<file path="config.mk">
export PLATFORM = sky130hd
export DESIGN_NAME = vgd_mul
export DESIGN_NICKNAME = d
export VERILOG_FILES = /design/src/sv/vgd_mul.sv
export SDC_FILE = /design/constraint.sdc
export NUM_CORES = 2
export LEC_CHECK = 0
export BUFFER_PORTS_ARGS = -buffer_cell sky130_fd_sc_hd__clkbuf_2
export CAP_MARGIN = 15
export CELL_PAD_IN_SITES_DETAIL_PLACEMENT = 0
export CELL_PAD_IN_SITES_GLOBAL_PLACEMENT = 1
export CORE_ASPECT_RATIO = 1.75
export CORE_MARGIN = 10
export CORE_UTILIZATION = 35
export CTS_BUF_LIST = sky130_fd_sc_hd__clkbuf_4 sky130_fd_sc_hd__clkbuf_8
export DETAILED_ROUTE_END_ITERATION = 7
export GPL_ROUTABILITY_DRIVEN = 0
export PLACE_DENSITY_LB_ADDON = 0.25
export SYNTH_ARGS = -nofsm -noshare
export SYNTH_HDL_FRONTEND = slang
export SYNTH_SLANG_ARGS = --single-unit
</file>
<file path="constraint.sdc">
create_clock -name i_clk -period 12.45 [get_ports i_clk]
set_clock_uncertainty 0.2 [all_clocks]
set_input_delay 0 -clock i_clk [delete_from_list [all_inputs] [get_ports i_clk]]
set_output_delay 0 -clock i_clk [all_outputs]
set_load 0.01 [all_outputs]
</file>
<file path="src/sv/vgd_mul.sv">
// ----------------------------------------------------------------------------
// vgd_mul
// Shared signed multiplier with registered product.
// ----------------------------------------------------------------------------
module vgd_mul (
    input  logic               i_clk,
    input  logic signed [24:0] i_a,
    input  logic signed [27:0] i_b,
    output logic signed [52:0] o_p
);
    logic signed [52:0] r_p;

    always_ff @(posedge i_clk) begin
        r_p <= 53'(i_a * i_b);
    end

    assign o_p = r_p;
endmodule

</file>
==> flow_metrics.env <==
export IMPL_syn2layout_area_growth_pct=5.17
export IMPL_cpMostUsedCell="fa_1"
export IMPL_wl_met1_mm=24.5
export IMPL_clock_fmax_mhz=135
export IMPL_path_cells="clkbuf_2 -> nand2_1 -> fa_1 -> inv_1 -> fa_1 -> inv_1 -> fa_1 -> fa_1 -> inv_1 -> fa_1 -> fa_1 -> inv_1 -> fa_1 -> inv_1 -> ha_1 -> a21oi_1 -> nor3_1 -> or3_1 -> a22o_2 -> nor3_2 -> o21ai_0 -> a31oi_1 -> a21oi_1 -> xor2_1"
export IMPL_clk_pin_slew_worst_paths_ns=0.10
export IMPL_ctsResizeCount=0
export IMPL_met3WireLength_mm=2.44
export IMPL_clkSinkCount=53
export IMPL_clk_path_buf_depth=2
export IMPL_outcome="complete, no violations"
export IMPL_synth_top_cell_area_share=0.553
export IMPL_cp_end_kind="register"
export IMPL_die_area_um2=87000
export IMPL_grt_remaining_overflow=0
export IMPL_antenna_found_initial=2
export IMPL_wl_mm=85.9
export IMPL_ys_ff_latch=53
export IMPL_crit_required_ns=12.51
export IMPL_initial_core_util=0.352
export IMPL_setup_tns_ns=0
export IMPL_largest_reg_flops=53
export IMPL_fp_coreArea_um2=74900
export IMPL_cap_violations=0
export IMPL_layout_common_cells="727 x fa_1, 702 x inv_1, 354 x and2_1"
export IMPL_worst_pin_slew_ns=0.943
export IMPL_htree_levels=2
export IMPL_via_per_inst=5.01
export IMPL_grt_max_degree=29
export IMPL_fillers=7664
export IMPL_n_antenna_cell=0
export IMPL_dp_hpwl_mm=70.1
export IMPL_dr_wl_met2_mm=50.6
export IMPL_critPathKind="in2reg"
export IMPL_period_needed_ns=7.39
export IMPL_slew_limit_headroom=0.371
export IMPL_drtIter0Drc=820
export IMPL_drv_slew=0
export IMPL_cts_root_buf="clkbuf_8"
export IMPL_grt_setup_unrepaired="false"
export IMPL_hold_class="in2reg"
export IMPL_synth_cell_types=60
export IMPL_ios=107
export IMPL_fp_dieW_um=227
export IMPL_finalCritPeriodShare=0.593
export IMPL_cp_start_kind="primary input"
export IMPL_synth_warnings=0
export IMPL_drive_gt1_frac=0.0497
export IMPL_io_buffers=106
export IMPL_grt_usage=0.204
export IMPL_top_layer="met5"
export IMPL_dr_pass1_iters=5
export IMPL_synth_nets=3717
export IMPL_arrival_ns=7.44
export IMPL_avgSynthCellArea_um2=9.44
export IMPL_rows=133
export IMPL_worst_path_max_delay_cell="fa_1"
export IMPL_yosysTopAreaCell="fa_1"
export IMPL_cp_max_fo=25
export IMPL_drc=0
export IMPL_critPathMaxStageDelay_ns=0.62
export IMPL_nets=3701
export IMPL_netlist_area_um2=26300
export IMPL_final_setup_viol_count=0
export IMPL_chipHeight_um=383
export IMPL_syn_instance_count=2789
export IMPL_synth_area_leaders="fa_1 55%, inv_1 10%, and2_1 8.4%"
export IMPL_synth_edf_count=0
export IMPL_hold_violations=0
export IMPL_cts_tree="yes"
export IMPL_synth_async_reset_ratio=0
export IMPL_synth_seq_area_share=0.0403
export IMPL_grt_pass1_wl_mm=131
export IMPL_layout_commonest_cell="fa_1"
export IMPL_wl_per_cell_um=23.1
export IMPL_synth_ff_type="dfxtp_1"
export IMPL_ant_nets=0
export IMPL_num_vias=18600
export IMPL_grt_pass1_vias=21800
export IMPL_cts_made_buffers=5
## timing repair
action / 4_1_cts / 5_1_grt
endpoints found under the hold margin: 1 / 0
hold buffers: 1 / 0
buffers inserted: 0 / 0
## logic make-up after synthesis
group | after synthesis | share of synthesized area
buffers and inverters | 835 | 0.119
xor gates and xnor gates | 58 | 0.0193
adders and majority gates | 874 | 0.623
DFF | 53 | 0.0403
AOI/OAI and AO/OA | 166 | 0.0434
and+or+nand+nor | 803 | 0.155
## area by class of cell
type | instances | area [µm²] | area share
inverter | 702 | 2640 | 0.0952
multi-input combinational | 1901 | 22100 | 0.799
timing repair buffer | 110 | 563 | 0.0203
clock buffer | 6 | 82.6 | 0.00298
sequential | 53 | 1060 | 0.0383
clock inverter | 2 | 37.5 | 0.00136
tap | 945 | 1180 | 0.0427
## worst max-delay path, delay by kind of cell
kind	cells	cell delay, ns
XOR/XNOR	1	0.22
adder cells (fa/ha/maj)	8	4.10
AND/OR/NAND/NOR	4	0.95
buffers and inverters	6	0.96
AO/OA/AOI/OAI	5	1.17
## path summary, 6_finish.rpt
path                  endpoint  slack [ns]  cells past startpoint     from
worst max-delay path   o_p[47]        5.06                     24  i_b[13]
worst min-delay path    o_p[0]        0.22                      2   i_a[0]
## layer usage
| metal | up-vias | global-route usage |
|---|---|---|
| li1 | 7954 | - |
| met1 | 9967 | 0.178 |
| met2 | 475 | 0.408 |
| met3 | 234 | 0.0194 |
| met4 | 2 | 0.160 |
| met5 | - | 0 |
## synth_stat cells (4+ instances only)
cell type,number
fa_1,727
and3_1,5
o2111ai_1,4
nand3_1,6
nor3_1,6
o21a_1,4
o21bai_1,9
clkbuf_1,130
nand2b_1,12
dfxtp_1,53
nor2_1,44
a21oi_1,55
nor2b_1,4
and2_1,354
nand4_1,11
inv_1,702
xnor2_1,38
xor2_1,20
nand2_1,345
o211ai_1,6
ha_1,147
o21ai_0,21
a21o_1,29
a31oi_1,4
## per-stage QoR
stage	area [µm²]	hold WS (ns)	util	worst slack, ns	std cells
2_1_floorplan	26300	-0.0727	-	5.70	2789
3_3_place_gp	27600	0.192	0.368	4.84	3710
3_5_place_dp	27600	0.191	0.368	4.81	3710
4_1_cts	27700	0.219	0.370	5.14	3719
5_1_grt	27700	0.246	0.370	4.70	3719
6_report	27700	0.223	0.370	5.06	3719
Power is left out: the tool's default activity adds up to more than one toggle a clock period on the data nets, which glitch-free logic cannot reach.
