<file path="config.mk">
export PLATFORM = sky130hd
export DESIGN_NAME = vgd_div
export DESIGN_NICKNAME = d
export VERILOG_FILES = /design/src/sv/vgd_div.sv
export SDC_FILE = /design/constraint.sdc
export NUM_CORES = 1
export LEC_CHECK = 0
export ABC_AREA = 1
export BUFFER_PORTS_ARGS = -buffer_cell sky130_fd_sc_hd__buf_2
export CORE_MARGIN = 1
export CORE_UTILIZATION = 58
export DETAILED_ROUTE_END_ITERATION = 16
export PLACE_DENSITY = 0.9
export SYNTH_ARGS = -nofsm -noshare
export SYNTH_HDL_FRONTEND = slang
export SYNTH_SLANG_ARGS = --single-unit
</file>
<file path="constraint.sdc">
create_clock -name i_clk -period 8 [get_ports i_clk]
set_clock_uncertainty 0.15 [all_clocks]
set_input_delay 2 -clock i_clk [delete_from_list [all_inputs] [get_ports i_clk]]
set_output_delay 2 -clock i_clk [all_outputs]
set_load 0.05 [all_outputs]
</file>
<file path="src/sv/vgd_div.sv">
// ----------------------------------------------------------------------------
// vgd_div
// Restoring divider, 64-bit unsigned dividend by 20-bit divisor, one bit a cycle.
// ----------------------------------------------------------------------------
module vgd_div (
    input  logic        i_clk,
    input  logic        i_rst_n,
    input  logic        i_start,
    input  logic [63:0] i_dividend,
    input  logic [19:0] i_divisor,
    output logic        o_done,
    output logic [63:0] o_quo
);
    logic        r_busy;
    logic        r_done;
    logic [5:0]  r_cnt;
    logic [63:0] r_quo;
    logic [19:0] r_rem;
    logic [19:0] r_dvs;

    logic [20:0] shifted;
    logic [20:0] diff;
    logic        ge;
    logic [19:0] n_rem;

    always_comb begin
        shifted = {r_rem, r_quo[63]};
        diff    = shifted - {1'b0, r_dvs};
        ge      = (shifted >= {1'b0, r_dvs});
        n_rem   = ge ? diff[19:0] : shifted[19:0];
    end

    always_ff @(posedge i_clk) begin
        if (!i_rst_n) begin
            r_busy <= 1'b0;
            r_done <= 1'b0;
            r_cnt  <= '0;
        end else begin
            r_done <= 1'b0;
            if (i_start) begin
                r_busy <= 1'b1;
                r_cnt  <= '0;
            end else if (r_busy) begin
                r_cnt <= r_cnt + 6'd1;
                if (r_cnt == 6'd63) begin
                    r_busy <= 1'b0;
                    r_done <= 1'b1;
                end
            end
        end
    end

    always_ff @(posedge i_clk) begin
        if (i_start) begin
            r_rem <= '0;
            r_quo <= i_dividend;
            r_dvs <= i_divisor;
        end else if (r_busy) begin
            r_rem <= n_rem;
            r_quo <= {r_quo[62:0], ge};
        end
    end

    assign o_done = r_done;
    assign o_quo  = r_quo;
endmodule

</file>
==> results of run 1 <==
-- registers in the layout (all words and copies together), names as in the netlist --
register,flops
o_quo,64
r_dvs,20
r_rem,20
r_cnt,6
o_done,1
r_busy,1
-- per-layer routing --
| metal | vias to the layer above | global-route usage | wire length [µm] |
|---|---|---|---|
| li1 | 2677 | - | - |
| met3 | 24 | 0.0652 | 936 |
| met1 | 2356 | 0.311 | 5800 |
| met5 | - | 0 | 0 |
| met4 | 0 | 0.0878 | 289 |
| met2 | 174 | 0.458 | 6840 |
-- worst register-to-register path, cell delays in order (launching register included) --
cell	delay (ps)
edfxtp_1	390
inv_1	70
ha_1	280
nand2_1	150
nor2_1	70
nand2_1	80
nor2_1	60
nand2_1	50
nand2_1	60
nor2_2	800
nand2_2	500
nand2_1	180
nand3_1	100
o21ai_1	80
-- cells by family (layout without fill, tap and decap cells) --
kind of cell	after synthesis	count (layout)
other cells	0	1
buf+inv	125	271
flops	112	112
xor+xnor	10	10
compound gates	34	34
simple gates	457	457
fa+ha+maj	22	22
-- report_power, final --
part           total [W]  internal, W  switching (W)
Sequential      0.000701     0.000678      0.0000229
Combinational   0.000285    0.0000711       0.000214
Clock           0.000320     0.000119       0.000201
Total            0.00131     0.000868       0.000438
-- layout make-up --
| type | instances | area, µm² |
|---|---|---|
| Antenna cell | 1 | 2.50 |
| Clock buffer | 10 | 128 |
| Clock inverter | 6 | 52.6 |
| Fill cell | 841 | 2880 |
| Inverter | 101 | 379 |
| Multi-Input combinational cell | 523 | 2440 |
| Sequential cell | 112 | 3080 |
| Tap cell | 133 | 166 |
| Timing Repair Buffer | 154 | 778 |
-- cell usage in the layout, fill, tap and decap left out, drive strengths merged --
master,count
nor2,32
diode,1
nand2,345
inv,103
o21a,1
xor2,3
ha,21
clkinv,3
edfxtp,84
o21ai,15
nor3,7
nand3,59
nand4,4
clkbuf,10
clkinvlp,1
dfxtp,28
a31oi,2
buf,154
fa,1
nor3b,1
nand3b,9
xnor2,7
a21oi,16
-- path summary, 6_finish.rpt --
path	slack, ps	endpoint	cells past startpoint
setup / recovery	3700	o_quo[46]	5
hold / removal	320	o_done	2
setup reg to reg	4920	r_rem[2]	13
hold reg to reg	320	o_done	2
-- metrics by stage --
stage               area, µm²   util  worst slack (ps)
global route             7030  0.709              3570
global placement         6850  0.691              3340
detailed placement       6850  0.691              3350
floorplan                6030      -              3330
finish                   7030  0.710              3700
CTS                      7030  0.709              3750
==> summary.md, run 1 <==
| Metric | Value |
|---|---|
| Status | `finished, final reports clean` |
| Critical path peak fanout | `87` |
| Die area | `10800 µm²` |
| Crit. End Element | `register` |
| Synth cell types | `31` |
| Initial antenna violation count | `1` |
| Crit path max-delay family | `buffers and inverters` |
| WP data required | `~7900 ps` |
| Worst VDD drop | `roughly 150 µV` |
| CTS tree | `built` |
| Syn-to-layout area delta | `16.5%` |
| Post-synth EDFFs | `84` |
| Reg clk slew, reported paths | `~110 ps` |
| Final hold viol count | `0` |
| Largest family of logic cells by synthesized area | `simple AND/OR/NAND/NOR gates` |
| Post-cts sizing count | `0` |
| I/O pin count | `approximately 150` |
| # rows | `36` |
| DRT iter0 DRCs | `297` |
| Via count | `around 5200` |
| Chip height | `around 100 µm` |
| Syn_area_per_cell | `7.94 µm²` |
| Most frequent cells after synthesis | `nand2_1, inv_1, edfxtp_1, nand3_1, nor2_1` |
| Root Buffer | `clkbuf_8` |
| Hold Buf Count CTS | `0` |
| Fin Setup TNS | `0 ps` |
| Slew @ Worst Pin | `roughly 1100 ps` |
| #FFs+latches synth | `112` |
| Adder-cell share of the synthesized area | `0.0469` |
| Crit Path Class | `in2reg` |
| Hpwl dp | `10.1 mm` |
| Clock buffer count from CTS | `9` |
| Post-Syn Instances | `760` |
| DP Cell Count | `1023` |
| Register area share after synthesis | `0.511` |
| Tot Pwr | `about 0.0013 W` |
| Nets | `1010` |
| Routed wire length | `13.9 mm` |
| CTS sink count | `approximately 110` |
| Setup crit start | `i_start` |
| Vias per std cell | `between 5 and 6` |
| WP buf/inv | `4` |
| Core ar. | `slightly below 10000 µm²` |
| Hold WS | `around 320 ps` |
| Leak Pwr | `approximately 3.7 nW` |
| Asr flop ratio synth | `0` |
| Global route total overflow | `0` |
| Worst skew pair latency | `approximately 380 ps` |
| Max-slew violations | `0` |
| RSZ-0062 raised after global routing | `false` |
| RD Place Congestion | `approximately 0.89` |
| Max cap viols | `0` |
| Max Fclk | `about 230 MHz` |
| Max stage delay on crit path | `between 600 and 700 ps` |
| Relative slew slack | `0.285` |
| Initial core utilization | `0.609` |
| Avg WL per Cell | `13.3 µm` |
| Worst r2r src | `r_dvs[15]` |
| Number of buffers added on ports | `roughly 150` |
| Compound-cell area share of the yosys netlist | `0.0297` |
| Data arrival, critical path | `between 4000 and 5000 ps` |
| Number of global-route vias before repair | `4932` |
| CTS max path bufs | `2` |
| Biggest area consumer among synthesized cells | `edfxtp_1` |
| GRT Util Overall | `0.261` |
| Power per standard cell area | `~190 nW/µm²` |
| Synth Area in XOR/XNOR | `0.0145` |
| Ys Warns | `0` |
| Min Tclk post-route | `4300 ps` |
| Post-Synth Simple-Gate Area | `0.314` |
| Area contributors post-synth | `edfxtp_1, nand2_1, dfxtp_1` |
| Crit-path cells | `buf_2 > buf_4 > nor2_1 > inv_2 > buf_4` |
| Detail Route Antenna Nets | `0` |
| Portion of netlist area occupied by mux cells | `0` |
| Synth Flop Type | `edfxtp_1` |
| Largest net degree at the start of global routing | `slightly below 90` |
| Chip width | `between 100 and 150 µm` |
| Slowest CP cell | `buf_4` |
| Period utilization | `0.537` |
| Final setup fails | `0` |
| Fin cells | `about 1000` |
| Critical Path Most Common Cell | `buf_4` |
| Setup bufs post-CTS | `0` |
| Share of the synthesized area in the top cell type | `0.418` |
| TritonRoute pass-1 iters | `6` |
| Most frequent cell after synthesis | `nand2_1` |
| Htree depth | `3` |
| Startpoint Class | `primary input` |
| Cell Area, Synth | `approximately 6000 µm²` |
| DRC Markers | `0` |
| Hold Crit Class | `reg2reg` |
| Share of cells above drive strength 1 | `0.208` |
| First-pass GRT wire length | `22.4 mm` |
| Hold Crit Start | `r_cnt[4]` |
| Synthesized Nets | `just under 900` |
(Power assumes the default switching activity.)
==> run 2: changes to the inputs <==
--- a/config.mk
+++ b/config.mk
@@ -8,9 +8,9 @@
 export ABC_AREA = 1
 export BUFFER_PORTS_ARGS = -buffer_cell sky130_fd_sc_hd__buf_2
 export CORE_MARGIN = 1
-export CORE_UTILIZATION = 58
+export CORE_UTILIZATION = 54
 export DETAILED_ROUTE_END_ITERATION = 16
-export PLACE_DENSITY = 0.9
+export PLACE_DENSITY = 0.85
 export SYNTH_ARGS = -nofsm -noshare
 export SYNTH_HDL_FRONTEND = slang
 export SYNTH_SLANG_ARGS = --single-unit
==> constraint.sdc (replaced) <==
create_clock -name i_clk -period 4.5 [get_ports i_clk]
set_clock_uncertainty 0.15 [all_clocks]
set_input_delay 1.125 -clock i_clk [delete_from_list [all_inputs] [get_ports i_clk]]
set_output_delay 1.125 -clock i_clk [all_outputs]
set_load 0.05 [all_outputs]
==> run 2 against run 1 <==
  * Cell area rose by 0.59%
  * Global-route usage shrank 1.2 points
  * Routed wire length rose by 0.71%
  * Sequential share of layout area fell by 0.26 points
  * Count of clock-buffer cells in the layout fell by 1
  * Sequential cell count is the same
  * Hold slack about the same
  * Via count rose by 0.52%
  * Critical path depth decreased by 1
  * Combinational power up 78%
  * Total power grew 79%
==> summary.md, run 2 (synthesis results as in run 1) <==
| Metric | Value |
|---|---|
| TritonRoute pass-1 iters | `5` |
| Antenna cells | `0` |
| Power per standard cell area | `331 nW/µm²` |
| Setup bufs post-CTS | `0` |
| Final setup fails | `0` |
| Post-layout instance area | `between 7000 and 8000 µm²` |
| Via count | `5258` |
| Hpwl dp | `a little over 10 mm` |
| Fin cells | `1048` |
| Most common cell after layout, fill and taps aside | `nand2_1` |
| First-pass GRT wire length | `22.1 mm` |
| Initial antenna violation count | `0` |
| Detail Route Antenna Nets | `0` |
| Number of buffers added on ports | `around 150` |
| Global route total overflow | `0` |
| DRC Markers | `0` |
| Max stage delay on crit path | `around 710 ps` |
| CTS max path bufs | `2` |
| I/O pin count | `roughly 150` |
| Worst skew pair latency | `400 ps` |
| Post-cts sizing count | `0` |
| Area post-placement | `slightly below 7000 µm²` |
| Data arrival, critical path | `approximately 3100 ps` |
| Crit-path cells | `buf_2 > nor2_1 > inv_2 > buf_12` |
| # rows | `38` |
| Setup WS pre-CTS | `around 950 ps` |
| WP data required | `between 4000 and 5000 ps` |
| DRT iter0 DRCs | `298` |
| Avg WL per Cell | `approximately 13 µm` |
| Period utilization | `0.687` |
| Crit Path Class | `in2reg` |
| RD Place Congestion | `slightly above 0.9` |
| Routed wire length | `roughly 14 mm` |
| Slew @ Worst Pin | `around 1000 ps` |
| Max cap viols | `0` |
| Number of global-route vias before repair | `roughly 4800` |
| Hold Buf Count CTS | `0` |
| Largest net degree at the start of global routing | `67` |
| Syn-to-layout area delta | `17.2%` |
| Hold Crit Class | `reg2reg` |
| Die area | `approximately 12000 µm²` |
| Leak Pwr | `3.72 nW` |
| Reg clk slew, reported paths | `110 ps` |
| Nets | `1012` |
| Share of cells above drive strength 1 | `0.209` |
| Final hold viol count | `0` |
| Min Tclk post-route | `3090 ps` |
| Initial core utilization | `0.557` |
| Vias per std cell | `between 5 and 6` |
| Htree depth | `3` |
| Max-slew violations | `0` |
| Clock buffer count from CTS | `9` |
| Core ar. | `10800 µm²` |
| Root Buffer | `clkbuf_8` |
| Most frequent cells in the layout | `nand2_1, buf_2, inv_1, edfxtp_1, nand3_1` |
| Chip width | `around 110 µm` |
| Status | `finished, final reports clean` |
| Worst VDD drop | `between 200 and 250 µV` |
| Hold WS | `325 ps` |
| Startpoint Class | `primary input` |
| Max reg flops | `64` |
| CTS sink count | `112` |
| Chip height | `~110 µm` |
| Final WS setup | `around 1400 ps` |
| RSZ-0062 raised after global routing | `false` |
| Critical path peak fanout | `38` |
| Max Fclk | `about 320 MHz` |
| Crit. End Element | `register` |
| Fin Setup TNS | `0 ps` |
| GRT Util Overall | `0.249` |
| CTS tree | `built` |
| Slowest CP cell | `nor2_1` |
| Relative slew slack | `0.317` |
| DP Cell Count | `1032` |
[run 2: cell count changes in the layout (fill, tap and decap cells not counted)]
cell and change:
clkbuf_1 -1, inv_6 -1, clkinv_1 +1, buf_12 +1
diode_2 -1, clkinv_8 +1, buf_4 +1
[run 2: power breakdown]
part / internal (W) / switching [W] / leakage, nW / total [W]
registers: 0.00121 / 0.0000424 / 1.08 / 0.00125
clock network: 0.000212 / 0.000374 / 0.0934 / 0.000586
logic: 0.000128 / 0.000379 / 2.55 / 0.000507
total: 0.00155 / 0.000795 / 3.72 / 0.00234
[run 2: area by class of cell]
| cell class | instances | area, µm² |
|---|---|---|
| clock buffer | 9 | 124 |
| sequential | 112 | 3080 |
| tap | 140 | 175 |
| fill | 944 | 3770 |
| clock inverter | 7 | 63.8 |
| multi-input combinational | 523 | 2440 |
| inverter | 101 | 379 |
| timing repair buffer | 156 | 806 |
[run 2: path summary, 6_finish.rpt]
kind,start,endpoint,slack (ps),cells past startpoint
worst max register to register,r_dvs[2],r_rem[8],1770,13
worst max-delay path,i_start,o_quo[62],1410,4
worst min-delay path,r_rem[11],r_rem[11],330,2
worst min register to register,r_rem[11],r_rem[11],330,2
[run 2: stage by stage]
stage | utilization | power, W
CTS | 0.652 | 0.00235
floorplan | - | 0.00163
detailed placement | 0.635 | 0.00178
global placement | 0.635 | 0.00177
finish | 0.652 | 0.00234
global route | 0.652 | 0.00243
[run 2: critical path: cells and delay by family]
kind / cells / cell delay [ps]
simple gates: 1 / 710
buf+inv: 3 / 1220
[run 2: per-layer routing]
layer | up-vias | wire length, µm | global-route usage
li1 | 2685 | - | -
met4 | 0 | 247 | 0.0822
met1 | 2344 | 5690 | 0.307
met5 | - | 0 | 0
met3 | 18 | 1140 | 0.0599
met2 | 211 | 6890 | 0.426
==> run 3: changes to the inputs <==
==> constraint.sdc (replaced) <==
create_clock -name i_clk -period 3.2 [get_ports i_clk]
set_clock_uncertainty 0.15 [all_clocks]
set_input_delay 0.8 -clock i_clk [delete_from_list [all_inputs] [get_ports i_clk]]
set_output_delay 0.8 -clock i_clk [all_outputs]
set_load 0.05 [all_outputs]
==> run 3 against run 2 <==
  * Combinational power up 43%
  * Global-route usage up 0.99 points
  * Clock power up 50%
  * Hold slack better by 5.3 ps
  * First-iteration DRC count up 22%
  * Core utilization up 0.57 points
  * Via count up 0.15%
  * Sequential cell count unchanged
  * Worst setup slack worse by 640 ps
  * Routed wire length up 2.3%
  * Critical path depth up 10
  * Critical path type is now reg2reg
  * Critical endpoint is now r_rem[16]
  * Largest power group unchanged
==> summary.md, run 3 (synthesis results as in run 1) <==
| Metric | Value |
|---|---|
| Most common cell after layout, fill and taps aside | `nand2_1` |
| Root Buffer | `clkbuf_8` |
| Crit. End Element | `register` |
| Via count | `between 5000 and 6000` |
| Number of global-route vias before repair | `just over 5000` |
| Vias per std cell | `between 4 and 5` |
| Period utilization | `0.760` |
| Max stage delay on crit path | `between 300 and 400 ps` |
| CTS tree | `built` |
| WP data required | `3340 ps` |
| Reg clk slew, reported paths | `~110 ps` |
| CTS max path bufs | `2` |
| Crit-path cells | `inv_1 > ha_1 > nand2_1 > nor2_1 > nand2_1 > nor2_1 > nand2_1 > nand2_1 > nor2_2 > buf_4 > nand2_2 > nand3_1 > nand3_1 > nand2_1` |
| TritonRoute pass-1 iters | `5` |
| Htree depth | `3` |
| Max-slew violations | `0` |
| RSZ-0062 raised after global routing | `false` |
| Critical Path Most Common Cell | `nand2_1` |
| Avg WL per Cell | `13.6 µm` |
| Fill count | `just over 900` |
| Power per standard cell area | `~470 nW/µm²` |
| Crit path max-delay family | `simple AND/OR/NAND/NOR gates` |
| Slew @ Worst Pin | `roughly 660 ps` |
| DRT iter0 DRCs | `364` |
| Share of cells above drive strength 1 | `0.212` |
| Nets | `1017` |
| DRC Markers | `0` |
| Min Tclk post-route | `2430 ps` |
| Fin Setup TNS | `0 ps` |
| Multi-input logic area | `approximately 2400 µm²` |
| GRT Util Overall | `0.259` |
| Register area | `3080 µm²` |
| Reg2reg setup slack | `about 770 ps` |
| WP buf/inv | `2` |
| Initial core utilization | `0.557` |
| First-pass GRT wire length | `between 20 and 25 mm` |
| Die area | `about 12000 µm²` |
| Global route total overflow | `0` |
| Number of buffers added on ports | `~150` |
| Worst skew pair latency | `~380 ps` |
| CTS sink count | `112` |
| Setup bufs post-CTS | `0` |
| Status | `finished, final reports clean` |
| Initial antenna violation count | `1` |
| Critical path peak fanout | `20` |
| Slowest CP cell | `ha_1` |
| Hold Buf Count CTS | `0` |
| Chip height | `roughly 110 µm` |
| Hold Crit Class | `reg2reg` |
| # rows | `38` |
| Chip width | `between 100 and 150 µm` |
| Routed wire length | `roughly 14 mm` |
| Leak Pwr | `around 3.8 nW` |
| Hpwl dp | `10.8 mm` |
| Detail Route Antenna Nets | `0` |
| Startpoint Class | `register` |
| Most frequent cells in the layout | `nand2_1, buf_2, inv_1, edfxtp_1, nand3_1` |
| Final setup fails | `0` |
| Worst VDD drop | `just under 400 µV` |
| Post-cts sizing count | `0` |
| I/O pin count | `between 150 and 200` |
| RD Place Congestion | `~0.91` |
| Syn-to-layout area delta | `18.2%` |
| Crit Path Class | `reg2reg` |
| Max Fclk | `approximately 410 MHz` |
| Clock buffer count from CTS | `9` |
| Core ar. | `10800 µm²` |
| Relative slew slack | `0.561` |
| Final design utilization | `0.658` |
| Max cap viols | `0` |
| Final hold viol count | `0` |
| Max reg flops | `64` |
| Largest net degree at the start of global routing | `58` |
| Data arrival, critical path | `roughly 2600 ps` |
run 3: metrics by stage:
| step | power, W | setup WS (ps) | hold WS [ps] | cells | area, µm² |
|---|---|---|---|---|---|
| 6_report | 0.00335 | 767 | 330 | 1054 | 7130 |
| 2_1_floorplan | 0.00229 | 796 | 293 | 760 | 6030 |
| 5_1_grt | 0.00347 | 476 | 352 | 1053 | 7130 |
| 3_3_place_gp | 0.00249 | 826 | 313 | 1037 | 6940 |
| 3_5_place_dp | 0.00251 | 788 | 312 | 1037 | 6940 |
| 4_1_cts | 0.00336 | 758 | 329 | 1053 | 7130 |
run 3: tightest hold or removal path: cells and delay by family, from the launching register on:
family	cells	cell delay, ps
flops	1	340
simple gates	2	100
run 3: layout make-up:
type                    count  area share
diodes                      1    0.000351
clock buffers              11      0.0184
clock inverters             5     0.00912
inverters                 101      0.0531
multi-input cells         523       0.342
flip-flops and latches    112       0.432
well taps                 140      0.0246
repair buffers            161       0.120
run 3: where the power goes:
group	total (W)	leakage [nW]	internal, W	switching (W)
combinational	0.000723	2.58	0.000185	0.000538
clock	0.000878	0.100	0.000374	0.000504
sequential	0.00175	1.08	0.00169	0.0000572
total	0.00335	3.76	0.00225	0.00110
run 3: layer usage:
| metal | global-route usage | part of all wire | vias to the layer above |
|---|---|---|---|
| met1 | 0.321 | 0.42 | 2361 |
| met2 | 0.442 | 0.49 | 187 |
| met3 | 0.0605 | 0.073 | 23 |
| met4 | 0.0871 | 0.020 | 0 |
| met5 | 0 | 0 | - |
| li1 | - | - | 2695 |
run 3: worst paths after layout:
| check | end | cells past startpoint | startpoint |
|---|---|---|---|
| min reg2reg | r_rem[15] | 2 | r_rem[15] |
| max | r_rem[16] | 14 | r_dvs[15] |
| max reg2reg | r_rem[16] | 14 | r_dvs[15] |
| min | r_rem[15] | 2 | r_rem[15] |
